==> config.mk <==
export PLATFORM = sky130hd
export DESIGN_NAME = kvi_front
export DESIGN_NICKNAME = d
export VERILOG_FILES = /design/src/sv/keyframe_vector_interpolator_assert.svh /design/src/sv/kvi_pkg.sv /design/src/sv/kvi_front.sv
export SDC_FILE = /design/constraint.sdc
export NUM_CORES = 1
export LEC_CHECK = 0
export BUFFER_PORTS_ARGS = -buffer_cell sky130_fd_sc_hd__buf_4
export CAP_MARGIN = 20
export CORE_MARGIN = 3
export CORE_UTILIZATION = 47
export CTS_CLUSTER_DIAMETER = 80
export DETAILED_ROUTE_END_ITERATION = 10
export PLACE_DENSITY_LB_ADDON = 0.12
export SLEW_MARGIN = 0
export SYNTH_ARGS = -nofsm -noshare
export SYNTH_HDL_FRONTEND = slang
export SYNTH_SLANG_ARGS = --single-unit
==> constraint.sdc <==
create_clock -name clk -period 6.2 [get_ports clk]
set_input_delay 0.62 -clock clk [delete_from_list [all_inputs] [get_ports clk]]
set_output_delay 0.62 -clock clk [all_outputs]
set_load 0.005 [all_outputs]
==> src/sv/keyframe_vector_interpolator_assert.svh <==
// Assertion macros used by the kvi_back module.
// Each macro expects signals named clk and rst_n in the enclosing module.
`ifndef KEYFRAME_VECTOR_INTERPOLATOR_ASSERT_SVH
`define KEYFRAME_VECTOR_INTERPOLATOR_ASSERT_SVH

// The consequent must hold in the same cycle as the antecedent.
`define KVI_ASSERT_SAME(label, ante, cons, msg) \
    label: assert property (@(posedge clk) disable iff (!rst_n) (ante) |-> (cons)) \
        else $error(msg);

// The consequent must hold in the cycle after the antecedent.
`define KVI_ASSERT_NEXT(label, ante, cons, msg) \
    label: assert property (@(posedge clk) disable iff (!rst_n) (ante) |=> (cons)) \
        else $error(msg);

`endif

==> src/sv/kvi_pkg.sv <==
`default_nettype none
package kvi_pkg;

    localparam int MAX_KEYS  = 64;
    localparam int FRAC_BITS = 16;
    localparam int ADDR_W    = $clog2(MAX_KEYS);
    localparam int KCNT_W    = 7;
    localparam int QUOT_W    = 32 + FRAC_BITS;
    localparam int SUM_W     = 64 - FRAC_BITS + 1;
    localparam int TERM_W    = 41;

    localparam logic OP_WRITE = 1'b0;
    localparam logic OP_QUERY = 1'b1;

    localparam logic [2:0] ST_INTERP    = 3'd0;
    localparam logic [2:0] ST_SINGLE    = 3'd1;
    localparam logic [2:0] ST_FALLBACK  = 3'd2;
    localparam logic [2:0] ST_ZERO_SPAN = 3'd3;
    localparam logic [2:0] ST_WRITE_ACK = 3'd4;

    typedef struct packed {
        logic               op;
        logic [5:0]         idx;
        logic [31:0]        tval;
        logic signed [31:0] x;
        logic signed [31:0] y;
        logic signed [31:0] z;
    } cmd_t;

    typedef struct packed {
        logic [31:0]        tval;
        logic signed [31:0] x;
        logic signed [31:0] y;
        logic signed [31:0] z;
    } key_t;

endpackage
`default_nettype wire

==> src/sv/kvi_front.sv <==
`default_nettype none
module kvi_front
    import kvi_pkg::*;
(
    input  wire logic               clk,
    input  wire logic               rst_n,
    input  wire logic               push,
    output logic                    full,
    input  wire logic               op,
    input  wire logic [5:0]         key_index,
    input  wire logic [31:0]        key_time,
    input  wire logic signed [31:0] key_x,
    input  wire logic signed [31:0] key_y,
    input  wire logic signed [31:0] key_z,
    input  wire logic [31:0]        query_time,
    output logic                    cmd_valid,
    output cmd_t                    cmd,
    input  wire logic               cmd_take
);

    cmd_t       cmd_in;
    cmd_t       fifo_reg [2];
    logic       wr_ptr_reg;
    logic       rd_ptr_reg;
    logic [1:0] count_reg;
    logic       push_ok;
    logic       pop_ok;

    // A query carries its time in the same slot as a key time.
    always_comb
    begin
        cmd_in.op   = op;
        cmd_in.idx  = key_index;
        cmd_in.tval = (op == OP_QUERY) ? query_time : key_time;
        cmd_in.x    = key_x;
        cmd_in.y    = key_y;
        cmd_in.z    = key_z;
    end

    assign full      = (count_reg == 2'd2);
    assign cmd_valid = (count_reg != 2'd0);
    assign cmd       = fifo_reg[rd_ptr_reg];
    assign push_ok   = push && !full;
    assign pop_ok    = cmd_take && cmd_valid;

    always_ff @(posedge clk)
    begin
        if (push_ok)
        begin
            fifo_reg[wr_ptr_reg] <= cmd_in;
        end
    end

    always_ff @(posedge clk or negedge rst_n)
    begin
        if (!rst_n)
        begin
            wr_ptr_reg <= 1'b0;
            rd_ptr_reg <= 1'b0;
            count_reg  <= 2'd0;
        end
        else
        begin
            if (push_ok)
            begin
                wr_ptr_reg <= !wr_ptr_reg;
            end
            if (pop_ok)
            begin
                rd_ptr_reg <= !rd_ptr_reg;
            end
            if (push_ok && !pop_ok)
            begin
                count_reg <= count_reg + 2'd1;
            end
            else if (pop_ok && !push_ok)
            begin
                count_reg <= count_reg - 2'd1;
            end
        end
    end

endmodule
`default_nettype wire

==> reports/metrics.sh, run 1 <==
POSTROUTEANTENNANETS=0
CP_COMMON_CELL='sky130_fd_sc_hd__buf_4'
YOSYS_WARNINGS=0
GRT_FIRST_PASS_WIRELENGTH_UM=31400
DELAY_OF_THE_SLOWEST_CELL_ON_THE_WORST_PATH_PS=880
CHIPHEIGHT_UM=155
IO_PINS=308
TIMING.CRITICAL_PATH.CELLS='buf_4 > mux2_2 > buf_4'
FINAL_UTIL=0.646
NUM_ANTENNA_CELLS=0
GR-TOTAL-OVERFLOW=0
CP_DATA_ARRIVAL_TIME_PS=2730
SETUP_TOTAL_NEGATIVE_SLACK_PS=0
PLACEMENT_ROWS=53
AVGVIACOUNTPERCELL=5.02
SYNTHDOMINANTAREACELLTYPE='sky130_fd_sc_hd__edfxtp_1'
FILLERS=1554
RSZ0062_AT_GRT='false'
STDCELL_AREA_UM2=13900
CP_NUM_BUF_INV=2
PORT-BUFFER-COUNT=307
SYNTH-EDFF-COUNT=270
CLOCK-ROOT-BUFFER='sky130_fd_sc_hd__clkbuf_16'
REQUIRED_PS=5580
OUTCOME='complete, no violations'
PLACE.GP.CONGESTION=0.752
FINAL_LAYOUT_SIZE_SUFFIX_GT1_FRAC=0.628
INSERTION_DELAY_PS=520
FINAL_MIN_PERIOD_OVER_CLOCK_PERIOD=0.540
POST-DP-HPWL_UM=14300
WL_UM=21100
NETLIST-CELL-TYPE-COUNT=18
CTS-BUFFERS-INSERTED=27
PATH_MAX_FANOUT=53
FINAL-SETUP-VIOL-COUNT=0
CLOCKBUFFERDEPTH=3
CP-END-KIND='output port'
H_TREE_LVLS=1
YS_SEQ_ELEMENTS=274
GRT_MAX_DEGREE=103
GRT_ANTENNA_BEFORE_REPAIR=0
GATE_COUNT_POST_SYNTH=475
FIN_SKEW_PS=12.4
MAX-VDD-IR-DROP_V=0.000377
HOLD_PATH_CLASS='input port to flip-flop'
WORST-SETUP-PATH-TYPE='flip-flop to output port'
CLK_TRANSITION_REPORTED_PATHS_PS=60
GRT.TOTAL_USAGE=0.166
INITIAL_CORE_UTIL=0.488
CRIT_PATH_TOP_DELAY_CELL='sky130_fd_sc_hd__dfrtp_4'
DETAIL_ROUTE.ITER0.VIOLATIONS=301
SYNTHMOSTINSTANTIATEDCELL='sky130_fd_sc_hd__edfxtp_1'
YOSYSSEQAREASHARE=0.784
MAXCLOCKFREQUENCY_MHz=299
STARTPOINT_TYPE='flip-flop'
NETLIST_AREA_UM2=10500
CTS.SINKS=274
DRV_CAP=0
GRT_PASS1_VIAS=5926
DESIGN.DIE.AREA_UM2=24100
LARGEST_REGISTER_FFS=270
RELSLEWSLACK=0.336
LEAKAGE_uW=0.00534
REPORT.FINAL.HOLD_VIOL_COUNT=0
DR.PASS1.ITERS=4
DIE_WIDTH_UM=155
NUM-NETS-FINAL=970
SYNTHESIS.AREA_PER_INSTANCE_UM2=22.1
ASYNC_FLOP_SHARE=0.0146
PLACEMENT.CELL_AREA_UM2=13000
SYNTH.AREA.TOP_CELLS='sky130_fd_sc_hd__edfxtp_1, sky130_fd_sc_hd__mux2_2, sky130_fd_sc_hd__mux2_4, sky130_fd_sc_hd__dfrtp_1, sky130_fd_sc_hd__buf_6'
FINALWORSTPATHREQUIREDPERIOD_PS=3350
POSTSYNTHNETCOUNT=647
TIGHTESTPINTRANSITION_PS=996
POST_DRT_WL_PER_CELL_UM=19.3
YOSYS.AREA.TOP_TYPE_SHARE=0.774
YS.FLOP_TYPE='sky130_fd_sc_hd__edfxtp_1'
NUM_VIAS=5494
AREA_DELTA_SYNTH_FINAL_PCT=32.5
POWER_DENSITY_nW_PER_UM2=436
CTS_TREE='done'
YOSYS-TOP-CELLS-COUNT='sky130_fd_sc_hd__edfxtp_1, sky130_fd_sc_hd__mux2_2, sky130_fd_sc_hd__mux2_4, sky130_fd_sc_hd__buf_2, sky130_fd_sc_hd__buf_6'
SLEW_VIOL_FINAL=0
DRT_DRC_VIOLATIONS_LEFT=0
CORE_AREA_UM2=21500
CRITICAL_PATH.TOP_DELAY_FAMILY='flip-flops'
==> worst paths after layout <==
path	from	to	slack (ps)	cells past startpoint
setup / recovery	rd_ptr_reg	cmd[132]	2850	3
hold / removal	key_index[2]	fifo_reg[0][130]	280	1
setup reg to reg	count_reg[0]	fifo_reg[1][53]	3430	3
hold reg to reg	count_reg[1]	count_reg[1]	530	1
max in group asynchronous	rst_n	rd_ptr_reg	5640	2
min in group asynchronous	rst_n	count_reg[1]	450	2
==> cells in the final DEF (no fill, tap or decap), drive strengths merged, types with 3 or more instances in the layout <==
cell type,instances
edfxtp,270
clkinv,19
clkbuf,29
xnor2,3
buf,312
mux2,167
dfrtp,4
inv,3
==> metrics by stage <==
stage | hold slack, ps | instances | setup slack, ps | power, uW
floorplan | 324 | 475 | 1530 | 3760
CTS | 256 | 1093 | 2800 | 6140
detailed placement | 419 | 1042 | 3310 | 4660
global route | 256 | 1094 | 2700 | 6360
global placement | 417 | 1042 | 3370 | 4610
finish | 281 | 1094 | 2850 | 6050
==> metal layers <==
| metal | share of wire | track usage | up-vias |
|---|---|---|---|
| met5 | 0 | 0 | - |
| li1 | - | - | 2531 |
| met4 | 0.037 | 0.0642 | 0 |
| met1 | 0.37 | 0.200 | 2673 |
| met3 | 0.087 | 0.0476 | 54 |
| met2 | 0.50 | 0.284 | 236 |
==> area by class of cell <==
| class | count | area [um2] | share of cell area |
|---|---|---|---|
| repair buffers | 313 | 2380 | 0.171 |
| well taps | 275 | 344 | 0.0248 |
| inverters | 2 | 7.51 | 0.000541 |
| clock inverters | 21 | 119 | 0.00857 |
| multi-input cells | 180 | 2130 | 0.154 |
| flip-flops and latches | 274 | 8210 | 0.592 |
| clock buffers | 29 | 683 | 0.0492 |
==> cell families after synthesis <==
group	Yosys count	synth area share
adders and majority gates	1	0.00119
and+or+nand+nor	7	0.00323
DFF	274	0.784
buffers and inverters	21	0.0140
xor gates and xnor gates	5	0.00418
muxes	167	0.194
==> power breakdown <==
part | switching (uW) | total, uW | internal (uW)
combinational | 802 | 1880 | 1080
sequential | 160 | 2700 | 2540
clock | 634 | 1470 | 832
total | 1600 | 6050 | 4460
==> repair_timing <==
action / CTS / global route
hold endpoints to repair: 4 / 0
hold buffers: 1 / 0
buffers inserted: 0 / 0
resized for setup: 0 / 0
(Power assumes the default switching activity.)
==> inputs of run 2 (changes only) <==
- ABC_AREA: not set -> 1
- CORE_UTILIZATION: 47 -> 51
- clock period: 6.2 -> 3.3 ns (I/O delays scaled with it)
==> run 2 against run 1 <==
  * Sequential share of layout area shrank 4.0 points
  * Power rose by 96%
  * Setup slack got worse by 2200 ps
  * Die area down 8.2%
  * Final cell count up 35%
  * Critical path type is now flip-flop to flip-flop
  * Largest power group unchanged
==> reports/metrics.sh, run 2 <==
GRT_PASS1_VIAS=7129
CTS_TREE='done'
AREA_DELTA_SYNTH_FINAL_PCT=42.9
SYNTHESIS.AREA_PER_INSTANCE_UM2=13.5
RELSLEWSLACK=0.472
MAXCLOCKFREQUENCY_MHz=380
DESIGN.DIE.AREA_UM2=22100
LEAKAGE_uW=0.00634
DELAY_OF_THE_SLOWEST_CELL_ON_THE_WORST_PATH_PS=720
GR-TOTAL-OVERFLOW=0
INSERTION_DELAY_PS=520
CLOCKBUFFERDEPTH=3
CRIT_PATH_TOP_DELAY_CELL='sky130_fd_sc_hd__buf_4'
CLK_TRANSITION_REPORTED_PATHS_PS=60
GATE_COUNT_POST_SYNTH=772
POST_DRT_WL_PER_CELL_UM=16.4
NUM-NETS-FINAL=1360
PORT-BUFFER-COUNT=307
MOST_COMMON_CELL_AFTER_LAYOUT_FILL_AND_TAPS_ASIDE='sky130_fd_sc_hd__nand2_1'
CP-END-KIND='flip-flop'
POSTROUTEANTENNANETS=0
DRV_CAP=0
YS_SEQ_ELEMENTS=274
CORE_AREA_UM2=19800
POST_CTS_RESIZED=0
ASYNC_FLOP_SHARE=0.0146
YOSYS_WARNINGS=0
POST-DP-HPWL_UM=14600
FIN_SKEW_PS=8.37
FINAL_LAYOUT_SIZE_SUFFIX_GT1_FRAC=0.316
IO_PINS=308
TIGHTESTPINTRANSITION_PS=792
SYNTHDOMINANTAREACELLTYPE='sky130_fd_sc_hd__edfxtp_1'
YOSYS.AREA.TOP_TYPE_SHARE=0.779
DRT_DRC_VIOLATIONS_LEFT=0
SLEW_VIOL_FINAL=0
FINALWORSTPATHREQUIREDPERIOD_PS=2630
YS.FLOP_TYPE='sky130_fd_sc_hd__edfxtp_1'
DP.CELLS=1320
SYNTH-EDFF-COUNT=270
INITIAL_CORE_UTIL=0.526
YOSYS-TOP-CELLS-COUNT='sky130_fd_sc_hd__nand2_1, sky130_fd_sc_hd__edfxtp_1, sky130_fd_sc_hd__mux2_2, sky130_fd_sc_hd__buf_2, sky130_fd_sc_hd__clkbuf_1'
SYNTH.AREA.TOP_CELLS='sky130_fd_sc_hd__edfxtp_1, sky130_fd_sc_hd__nand2_1, sky130_fd_sc_hd__mux2_2, sky130_fd_sc_hd__dfrtp_1, sky130_fd_sc_hd__buf_2'
MAX-VDD-IR-DROP_V=0.000575
CP_DATA_ARRIVAL_TIME_PS=2780
REQUIRED_PS=3440
DETAIL_ROUTE.ITER0.VIOLATIONS=377
PLACE.GP.CONGESTION=0.767
GRT_FIRST_PASS_WIRELENGTH_UM=36400
POST-LAYOUT-TOTAL-POWER_uW=11900
NETLIST_AREA_UM2=10400
RSZ0062_AT_GRT='false'
OUTCOME='complete, no violations'
CLOCK-ROOT-BUFFER='sky130_fd_sc_hd__clkbuf_16'
POST_LAYOUT_NONFILLER_INSTANCES=1475
YOSYSSEQAREASHARE=0.789
POSTSYNTHNETCOUNT=944
POWER_DENSITY_nW_PER_UM2=798
STARTPOINT_TYPE='flip-flop'
GRT_ANTENNA_BEFORE_REPAIR=2
CHIPHEIGHT_UM=149
LARGEST_REGISTER_FFS=270
SETUP_TOTAL_NEGATIVE_SLACK_PS=0
DIE_WIDTH_UM=149
PATH_MAX_FANOUT=56
SYNTHMOSTINSTANTIATEDCELL='sky130_fd_sc_hd__nand2_1'
H_TREE_LVLS=1
GRT.TOTAL_USAGE=0.209
AVGVIACOUNTPERCELL=4.77
FINAL-SETUP-VIOL-COUNT=0
PLACEMENT_ROWS=51
NUM_VIAS=7037
CTS.SINKS=274
WL_UM=24100
HIGHEST_COUNT_CELLS_IN_THE_LAYOUT_IGNORING_FILL_AND_TAPS='sky130_fd_sc_hd__nand2_1, sky130_fd_sc_hd__buf_4, sky130_fd_sc_hd__edfxtp_1'
GRT_MAX_DEGREE=137
CRITICAL_PATH.TOP_DELAY_FAMILY='buffers and inverters'
HOLD_PATH_CLASS='input port to flip-flop'
CP_NUM_BUF_INV=4
DR.PASS1.ITERS=5
FINAL_MIN_PERIOD_OVER_CLOCK_PERIOD=0.798
NETLIST-CELL-TYPE-COUNT=18
TIMING.CRITICAL_PATH.CELLS='inv_1 > nor2_1 > nor2_1 > nand2_1 > clkinvlp_4 > buf_4 > buf_4'
REPORT.FINAL.HOLD_VIOL_COUNT=0
CTS-BUFFERS-INSERTED=28
WORST-SETUP-PATH-TYPE='flip-flop to flip-flop'
## run 2: changes by cell type after synthesis, moves of 5 or more
cell                       delta
sky130_fd_sc_hd__mux2_4      -40
sky130_fd_sc_hd__clkbuf_1     +8
sky130_fd_sc_hd__buf_2        +6
sky130_fd_sc_hd__inv_1        +5
sky130_fd_sc_hd__mux2_2      -95
sky130_fd_sc_hd__nand2_1    +414
## run 2: cell families after synthesis
family          Yosys count  synth area share
xor+xnor                  1          0.000842
buf+inv                  41            0.0210
mux                      32            0.0346
flops                   274             0.789
fa+ha+maj                 1           0.00120
compound gates            1          0.000481
simple gates            422             0.153
## run 2: routing by layer
metal  GRT usage  vias up  part of all wire
li1            -     3451                 -
met1       0.260     3264              0.38
met3      0.0504       41             0.087
met4      0.0659        0             0.026
met2       0.363      281              0.51
met5           0        -                 0
## run 2: path summary, 6_finish.rpt
path,from,end,slack [ps],cells after the start
min reg2reg,wr_ptr_reg,wr_ptr_reg,480,2
max in group asynchronous,rst_n,rd_ptr_reg,2960,2
min,cmd_take,rd_ptr_reg,60,3
max,count_reg[1],fifo_reg[0][73],670,7
min in group asynchronous,rst_n,count_reg[1],220,2
max reg2reg,count_reg[1],fifo_reg[0][73],670,7
## run 2: area by class of cell
type,count,area [um2]
diodes,2,5.00
clock buffers,39,763
clock inverters,11,97.6
fillers,1259,4910
inverters,8,36.3
multi-input cells,457,1980
flip-flops and latches,274,8210
well taps,265,332
repair buffers,419,3440
## run 2: metrics by stage
stage | worst slack (ps) | hold slack [ps] | cell area (um2) | util
2_1_floorplan | 165 | 34.4 | 10400 | -
3_3_place_gp | 710 | 134 | 13000 | 0.656
3_5_place_dp | 664 | 134 | 13000 | 0.656
4_1_cts | 649 | 45.5 | 14900 | 0.751
5_1_grt | 502 | 60.7 | 14900 | 0.752
6_report | 667 | 63.6 | 14900 | 0.752
## run 2: worst register-to-register path: cells and delay by family, from the launching register on
family	cells	cell delay, ps
AND/OR/NAND/NOR	3	330
flip-flops	1	370
buffers and inverters	4	1500
## run 2: what timing repair did
| action | in CTS | in global routing |
|---|---|---|
| hold endpoints to repair | 208 | 0 |
| setup buffers | 0 | 0 |
| hold buffers | 103 | 0 |
## run 2: power breakdown
group / total [uW] / internal [uW] / switching (uW)
clock network: 2940 / 1750 / 1180
logic: 3990 / 1740 / 2260
registers: 4930 / 4760 / 173
